--- src/rtl/sfd_pkg.sv ---
// Shared constants and types for the sensor frame deframer.
package sfd_pkg;

  localparam int unsigned FRAME_LENGTH = 5;
  localparam int unsigned PhaseW       = 3;
  localparam int unsigned ByteW        = 8;
  localparam int unsigned CfgIdxW      = 1;

  localparam logic [ByteW-1:0] HeadReset   = 8'h55;
  localparam logic [ByteW-1:0] FormatReset = 8'hB1;

  typedef enum logic [CfgIdxW-1:0] {
    CFG_HEAD   = 1'b0,
    CFG_FORMAT = 1'b1
  } cfg_idx_e;

  // Per-byte outcome of the framing logic.
  typedef struct packed {
    logic             fire;    // this byte closes a frame
    logic [ByteW-1:0] value;
    logic             status;  // 1: checksum mismatch
  } frame_res_t;

endpackage

--- src/rtl/sfd_byte_if.sv ---
// Valid/ready channel carrying one received serial byte.
interface sfd_byte_if;
  logic                      valid;
  logic                      ready;
  logic [sfd_pkg::ByteW-1:0] rx_byte;

  modport source (output valid, output rx_byte, input ready);
  modport sink   (input valid, input rx_byte, output ready);
endinterface

--- src/rtl/sfd_result_if.sv ---
// Valid/ready channel carrying one decoded frame result.
interface sfd_result_if;
  logic                      valid;
  logic                      ready;
  logic [sfd_pkg::ByteW-1:0] sensor_value;
  logic                      frame_status;

  modport source (output valid, output sensor_value, output frame_status, input ready);
  modport sink   (input valid, input sensor_value, input frame_status, output ready);
endinterface

--- src/rtl/sfd_frame_fsm.sv ---
// Frame phase tracker, running checksum and value capture.
module sfd_frame_fsm (
  input  logic                      clk_i,
  input  logic                      rst_ni,
  input  logic                      step_i,
  input  logic [sfd_pkg::ByteW-1:0] rx_byte_i,
  input  logic [sfd_pkg::ByteW-1:0] head_i,
  input  logic [sfd_pkg::ByteW-1:0] format_i,
  output sfd_pkg::frame_res_t       res_o
);

  typedef enum logic [sfd_pkg::PhaseW-1:0] {
    PH_HUNT  = 3'd0,
    PH_HEAD  = 3'd1,
    PH_VALUE = 3'd2,
    PH_SPARE = 3'd3,
    PH_CHECK = sfd_pkg::PhaseW'(sfd_pkg::FRAME_LENGTH - 1)
  } phase_e;

  phase_e                    phase_q, phase_d;
  logic [sfd_pkg::ByteW-1:0] sum_q, sum_d;
  logic [sfd_pkg::ByteW-1:0] value_q, value_d;
  logic [sfd_pkg::ByteW-1:0] expect_sum;
  phase_e                    hunt_phase;

  assign expect_sum = (~sum_q) + 8'd1;
  assign hunt_phase = (rx_byte_i == head_i) ? PH_HEAD : PH_HUNT;

  always_comb begin
    phase_d      = phase_q;
    sum_d        = sum_q;
    value_d      = value_q;
    res_o.fire   = 1'b0;
    res_o.value  = value_q;
    res_o.status = (rx_byte_i != expect_sum);
    case (phase_q)
      PH_HEAD: begin
        // format match wins even when head and format are equal
        if (rx_byte_i == format_i) begin
          sum_d   = rx_byte_i;
          phase_d = PH_VALUE;
        end else begin
          phase_d = hunt_phase;
        end
      end
      PH_VALUE: begin
        value_d = rx_byte_i;
        sum_d   = sum_q + rx_byte_i;
        phase_d = PH_SPARE;
      end
      PH_SPARE: begin
        sum_d   = sum_q + rx_byte_i;
        phase_d = PH_CHECK;
      end
      PH_CHECK: begin
        res_o.fire = 1'b1;
        phase_d    = PH_HUNT;
      end
      default: begin
        phase_d = hunt_phase;
      end
    endcase
  end

  always_ff @(posedge clk_i or negedge rst_ni) begin
    if (!rst_ni) begin
      phase_q <= PH_HUNT;
      sum_q   <= '0;
      value_q <= '0;
    end else if (step_i) begin
      phase_q <= phase_d;
      sum_q   <= sum_d;
      value_q <= value_d;
    end
  end

endmodule

--- src/rtl/sensor_frame_deframer.sv ---
// Top level of the serial sensor frame deframer.
//
//  channel     dir  payload                      role
//  byte_in     in   rx_byte[7:0]                 received serial bytes, arrival order
//  result_out  out  sensor_value[7:0], status    one transfer per completed frame
//  cfg_*       in   idx[0], wdata[7:0]           head / format byte registers
//
// Cycles: a byte is taken into the input register, then classified by the
// frame tracker and, on the checksum byte, written to the result register;
// one byte per cycle sustained unless a checksum byte waits on a full result register.
// The single frame-tracker update per byte sets that rate.
// Reset: frame tracker back to hunting, head 0x55, format 0xB1, both stages empty.
// Stalls: only a checksum byte waits on a full result register; other bytes
// keep flowing, so byte_in.ready drops only while a result is pending.
module sensor_frame_deframer (
  input  logic                        clk_i,
  input  logic                        rst_ni,
  sfd_byte_if.sink                    byte_in,
  sfd_result_if.source                result_out,
  input  logic                        cfg_we_i,
  input  logic [sfd_pkg::CfgIdxW-1:0] cfg_idx_i,
  input  logic [sfd_pkg::ByteW-1:0]   cfg_wdata_i
);

  // Config registers
  logic [sfd_pkg::ByteW-1:0] head_q, format_q;

  always_ff @(posedge clk_i or negedge rst_ni) begin
    if (!rst_ni) begin
      head_q   <= sfd_pkg::HeadReset;
      format_q <= sfd_pkg::FormatReset;
    end else if (cfg_we_i) begin
      case (sfd_pkg::cfg_idx_e'(cfg_idx_i))
        sfd_pkg::CFG_HEAD:   head_q   <= cfg_wdata_i;
        sfd_pkg::CFG_FORMAT: format_q <= cfg_wdata_i;
        default: ;
      endcase
    end
  end

  // Input register stage
  logic                      in_valid_q;
  logic [sfd_pkg::ByteW-1:0] in_byte_q;
  logic                      advance;
  sfd_pkg::frame_res_t       res;

  // Result register
  logic                      out_valid_q;
  logic [sfd_pkg::ByteW-1:0] out_value_q;
  logic                      out_status_q;
  logic                      out_free;

  assign out_free      = !out_valid_q || result_out.ready;
  // a byte that closes no frame never waits on the result side
  assign advance       = in_valid_q && (!res.fire || out_free);
  assign byte_in.ready = !in_valid_q || advance;

  always_ff @(posedge clk_i or negedge rst_ni) begin
    if (!rst_ni) begin
      in_valid_q <= 1'b0;
    end else if (byte_in.ready) begin
      in_valid_q <= byte_in.valid;
    end
  end

  always_ff @(posedge clk_i) begin
    if (byte_in.valid && byte_in.ready) begin
      in_byte_q <= byte_in.rx_byte;
    end
  end

  sfd_frame_fsm u_fsm (
    .clk_i     (clk_i),
    .rst_ni    (rst_ni),
    .step_i    (advance),
    .rx_byte_i (in_byte_q),
    .head_i    (head_q),
    .format_i  (format_q),
    .res_o     (res)
  );

  always_ff @(posedge clk_i or negedge rst_ni) begin
    if (!rst_ni) begin
      out_valid_q <= 1'b0;
    end else if (out_free) begin
      out_valid_q <= advance && res.fire;
    end
  end

  always_ff @(posedge clk_i) begin
    if (out_free && advance && res.fire) begin
      out_value_q  <= res.value;
      out_status_q <= res.status;
    end
  end

  assign result_out.valid        = out_valid_q;
  assign result_out.sensor_value = out_value_q;
  assign result_out.frame_status = out_status_q;

endmodule

--- src/flat_wrapper.sv ---
// flat-port wrapper written by rule: the top's interface ports become plain ports
module sensor_frame_deframer_flat 
  (clk_i, rst_ni, cfg_we_i, cfg_idx_i, cfg_wdata_i, byte_in_valid, byte_in_rx_byte, byte_in_ready, result_out_valid, result_out_sensor_value, result_out_frame_status, result_out_ready);
  sfd_byte_if byte_in_i ();
  sfd_result_if result_out_i ();
  input  logic clk_i;
  input  logic rst_ni;
  input  logic cfg_we_i;
  input  logic [sfd_pkg::CfgIdxW-1:0] cfg_idx_i;
  input  logic [sfd_pkg::ByteW-1:0] cfg_wdata_i;
  input wire logic [$bits(byte_in_i.valid)-1:0] byte_in_valid;
  input wire logic [$bits(byte_in_i.rx_byte)-1:0] byte_in_rx_byte;
  output wire logic [$bits(byte_in_i.ready)-1:0] byte_in_ready;
  output wire logic [$bits(result_out_i.valid)-1:0] result_out_valid;
  output wire logic [$bits(result_out_i.sensor_value)-1:0] result_out_sensor_value;
  output wire logic [$bits(result_out_i.frame_status)-1:0] result_out_frame_status;
  input wire logic [$bits(result_out_i.ready)-1:0] result_out_ready;
  assign byte_in_i.valid = byte_in_valid;
  assign byte_in_i.rx_byte = byte_in_rx_byte;
  assign byte_in_ready = byte_in_i.ready;
  assign result_out_valid = result_out_i.valid;
  assign result_out_sensor_value = result_out_i.sensor_value;
  assign result_out_frame_status = result_out_i.frame_status;
  assign result_out_i.ready = result_out_ready;
  sensor_frame_deframer u_core (.clk_i(clk_i), .rst_ni(rst_ni), .byte_in(byte_in_i), .result_out(result_out_i), .cfg_we_i(cfg_we_i), .cfg_idx_i(cfg_idx_i), .cfg_wdata_i(cfg_wdata_i));
endmodule
--- config.mk ---
export PLATFORM = sky130hd
export DESIGN_NAME = sensor_frame_deframer_flat
export DESIGN_NICKNAME = d
export VERILOG_FILES = /design/src/rtl/sfd_pkg.sv /design/src/rtl/sfd_byte_if.sv /design/src/rtl/sfd_result_if.sv /design/src/rtl/sfd_frame_fsm.sv /design/src/rtl/sensor_frame_deframer.sv /design/src/flat_wrapper.sv
export SDC_FILE = /design/constraint.sdc
export NUM_CORES = 1
export LEC_CHECK = 0
export BUFFER_PORTS_ARGS = -buffer_cell sky130_fd_sc_hd__buf_2
export CORE_UTILIZATION = 45
export DETAILED_ROUTE_END_ITERATION = 10
export GPL_ROUTABILITY_DRIVEN = 0
export PLACE_DENSITY = 0.64
export SYNTH_ARGS = -nofsm -noshare
export SYNTH_HDL_FRONTEND = slang
export SYNTH_HIERARCHICAL = 1
export SYNTH_SLANG_ARGS = --single-unit
--- constraint.sdc ---
create_clock -name clk_i -period 1.9 [get_ports clk_i]
set_input_delay 0.095 -clock clk_i [delete_from_list [all_inputs] [get_ports clk_i]]
set_output_delay 0.095 -clock clk_i [all_outputs]
set_load 0.01 [all_outputs]
==> results.toml <==
[route]
vias = 2033
dr.pass1.iters = 4
post-route-drc-count = 0
post_drt_wl_per_cell_um = 15.1
antenna_left = 0
wirelength_um = 5830
viasPerCell = 5.27
drt_iter0_drc = 55

[logic_synthesis]
synthTopCellsByCount = "dfrtp_1 (29), mux2_2 (20), o21ai_0 (19), xnor2_1 (19), edfxtp_1 (17)"
yosys_warnings = 6
ys_seq_area_frac = 0.504
netlist_area_um2 = 2870
synth.distinct_cells = 51
syn-num-nets = 270
synth-seq-cells = 54
yosysTopAreaCell = "dfrtp_1"
ys_top_cells_by_area = "dfrtp_1 (25%), edfxtp_1 (18%), mux2_2 (7.8%), dfstp_2 (7.3%), xnor2_1 (5.8%)"
synthFlopType = "dfrtp_1"
syn_area_per_cell_um2 = 12.0
postSynthCellCount = 239
synth_edf_count = 17
async_flop_share = 0.685
synth_top_area_frac = 0.253
yosys.cell_count.top_type = "dfrtp_1"

[worst_setup_path]
criticalPathCategory = "flop to flop"
critPathLaunchType = "flop"
path_cells = "ha_1 > nor2b_2 > o31a_1 > o21ai_2 > mux2_4 > o21ai_2 > mux2_2"
rrSetupSlack_ns = -0.06
path_buf_inv = 0
crit_path_max_fanout = 3
cpMostUsedCell = "o21ai_2"
cp_slowest_cell = "edfxtp_1"
arrival_ns = 2.22
required_ns = 2.16
regToRegStartpoint = "u_core/in_byte_q[2]"
path_delay_family = "compound AO/OA/AOI/OAI gates"
crit_path_end_kind = "flop"
r2r_cells = 7
r2r-end = "u_core/u_fsm/sum_q[6]"
critPathMaxStageDelay_ns = 0.41

[layout]
drive_gt1_frac = 0.405
fin_util = 0.592
antenna-diode-count = 0
syn_to_final_growth_pct = 24.2
layout.nets = 341

[floorplanning]
die_y_um = 81.8
dieWidth_um = 81.8
die_area_um2 = 6700
rows = 28
core_um2 = 6030
initial_core_util = 0.476
pin_count = 33

[clocking]
root_buffer = "clkbuf_8"
clock_latency_ns = 0.31
htree_num_levels = 2
cts_tree = "yes"
cts_sinks = 54
clk_path_buf_depth = 2
clkTransAtPathRegs_ns = 0.10
cts_buffers = 5

[sta]
setup-violations-final = 1
tightest_slew_ns = 0.855
hold_violations = 0
timing.slew.headroom = 0.430
rsz0062_at_grt = "true"
fmax_mhz = 510
fin_skew_ns = 0.00746
setup_slack_ns = -0.0592
period_needed_ns = 1.96
tns_ns = -0.0592
fin_crit_sh = 1.03
slew_viol_final = 0

[global_route]
grt_pass1_wl_um = 9540
antenna_found_initial = 0
grt_pass1_vias = 1980
grt-ovfl-total = 0
grt_max_degree = 38
grtUsageTotal = 0.193

[status]
violations = "setup timing"
status = "finished with violations"

[hold_path]
hp-class = "primary input to flop"
whs_path_depth = 2
worstHoldEndpoint = "u_core/head_q[4]"
hold_start = "cfg_wdata_i[4]"

[place]
dp.final_hpwl_um = 4220
placement.io_buffers = 32

[power_and_ir_drop]
vdd_ir_drop_max_mv = 0.496
p_leak_nw = 1.54
power_density_nw_per_um2 = 805

[run]
timing.max_cap.violations = 0
==> kinds of logic after synthesis <==
family / count (synthesis) / share of synthesized area
xor gates and xnor gates: 26 / 0.0820
muxes: 29 / 0.124
AOI/OAI and AO/OA: 48 / 0.105
and+or+nand+nor: 55 / 0.105
adders and majority gates: 10 / 0.0454
buffers and inverters: 17 / 0.0349
DFF: 54 / 0.504
==> cell usage in the layout (no fill, tap or decap), types with 3 or more instances in the layout <==
master,instances
dlygate4sd3_1,10
mux2_4,9
nor2_1,9
nand4_1,4
nand2_1,14
xor2_1,6
inv_1,7
a31oi_1,4
buf_2,32
edfxtp_1,17
o21ai_0,16
nand2b_1,3
buf_4,31
nor2b_1,3
clkbuf_8,5
mux2_2,19
dfrtp_1,29
xnor2_1,19
ha_1,6
a211oi_1,3
a21oi_1,8
dfstp_2,8
==> power breakdown <==
| group | total [mW] | internal [mW] | switching [mW] |
|---|---|---|---|
| combinational | 0.659 | 0.357 | 0.302 |
| clock | 0.803 | 0.402 | 0.401 |
| sequential | 1.41 | 1.33 | 0.0838 |
==> per-stage QoR <==
step | cell area, um2 | power (mW) | worst slack [ns] | hold WS, ns | instances
floorplan | 2880 | 1.83 | -0.0696 | -0.201 | 239
global placement | 3280 | 2.02 | -0.0279 | 0.245 | 366
detailed placement | 3280 | 2.04 | -0.0898 | 0.258 | 366
CTS | 3510 | 2.87 | -0.0913 | 0.0145 | 384
global route | 3560 | 3.02 | -0.173 | 0.0212 | 386
finish | 3560 | 2.87 | -0.0592 | 0.0207 | 386
==> timing repair <==
| action | in CTS | in global routing |
|---|---|---|
| gates resized for setup | 3 | 9 |
| pin swaps | 6 | 4 |
| hold endpoints to repair | 38 | 0 |
| buffers inserted | 0 | 2 |
| hold buffers | 10 | 0 |
| endpoints found under the setup margin | 3 | 7 |
==> metal layers <==
metal  track usage  routed length (um)  up-vias
met4        0.0684                  92        0
met5             0                   0        -
met3        0.0389                 205       11
li1              -                   -     1003
met1         0.264                2820      971
met2         0.304                2710       48
==> registers in the layout, summed over array words and instances, names as in the netlist, 3 cells and up <==
signal / flops
u_core/head_q: 8
u_core/u_fsm/sum_q: 8
u_core/result_out.sensor_value: 8
u_core/format_q: 8
u_core/u_fsm/value_q: 8
u_core/in_byte_q: 8
u_core/u_fsm/phase_q: 3
==> cell type report <==
cell class / count / area [um2]
clock buffers: 5 / 68.8
clock inverters: 3 / 48.8
fillers: 523 / 2460
inverters: 8 / 30.0
multi-input cells: 168 / 1380
flip-flops and latches: 54 / 1450
well taps: 75 / 93.8
repair buffers: 73 / 493
==> how the worst max path moves through the flow <==
stage	from	endpoint	slack [ns]	cells after the start
2_1_floorplan	u_core/in_byte_q[0]	u_core/u_fsm/sum_q[6]	-0.07	9
3_3_place_gp	u_core/in_byte_q[2]	u_core/u_fsm/sum_q[6]	-0.03	7
3_5_place_dp	u_core/in_byte_q[2]	u_core/u_fsm/sum_q[6]	-0.09	7
4_1_cts	u_core/in_byte_q[0]	u_core/u_fsm/sum_q[6]	-0.09	9
5_1_grt	u_core/in_byte_q[0]	u_core/u_fsm/sum_q[6]	-0.17	9
6_report	u_core/in_byte_q[2]	u_core/u_fsm/sum_q[6]	-0.06	7
Power figures use the tool's default switching activity.
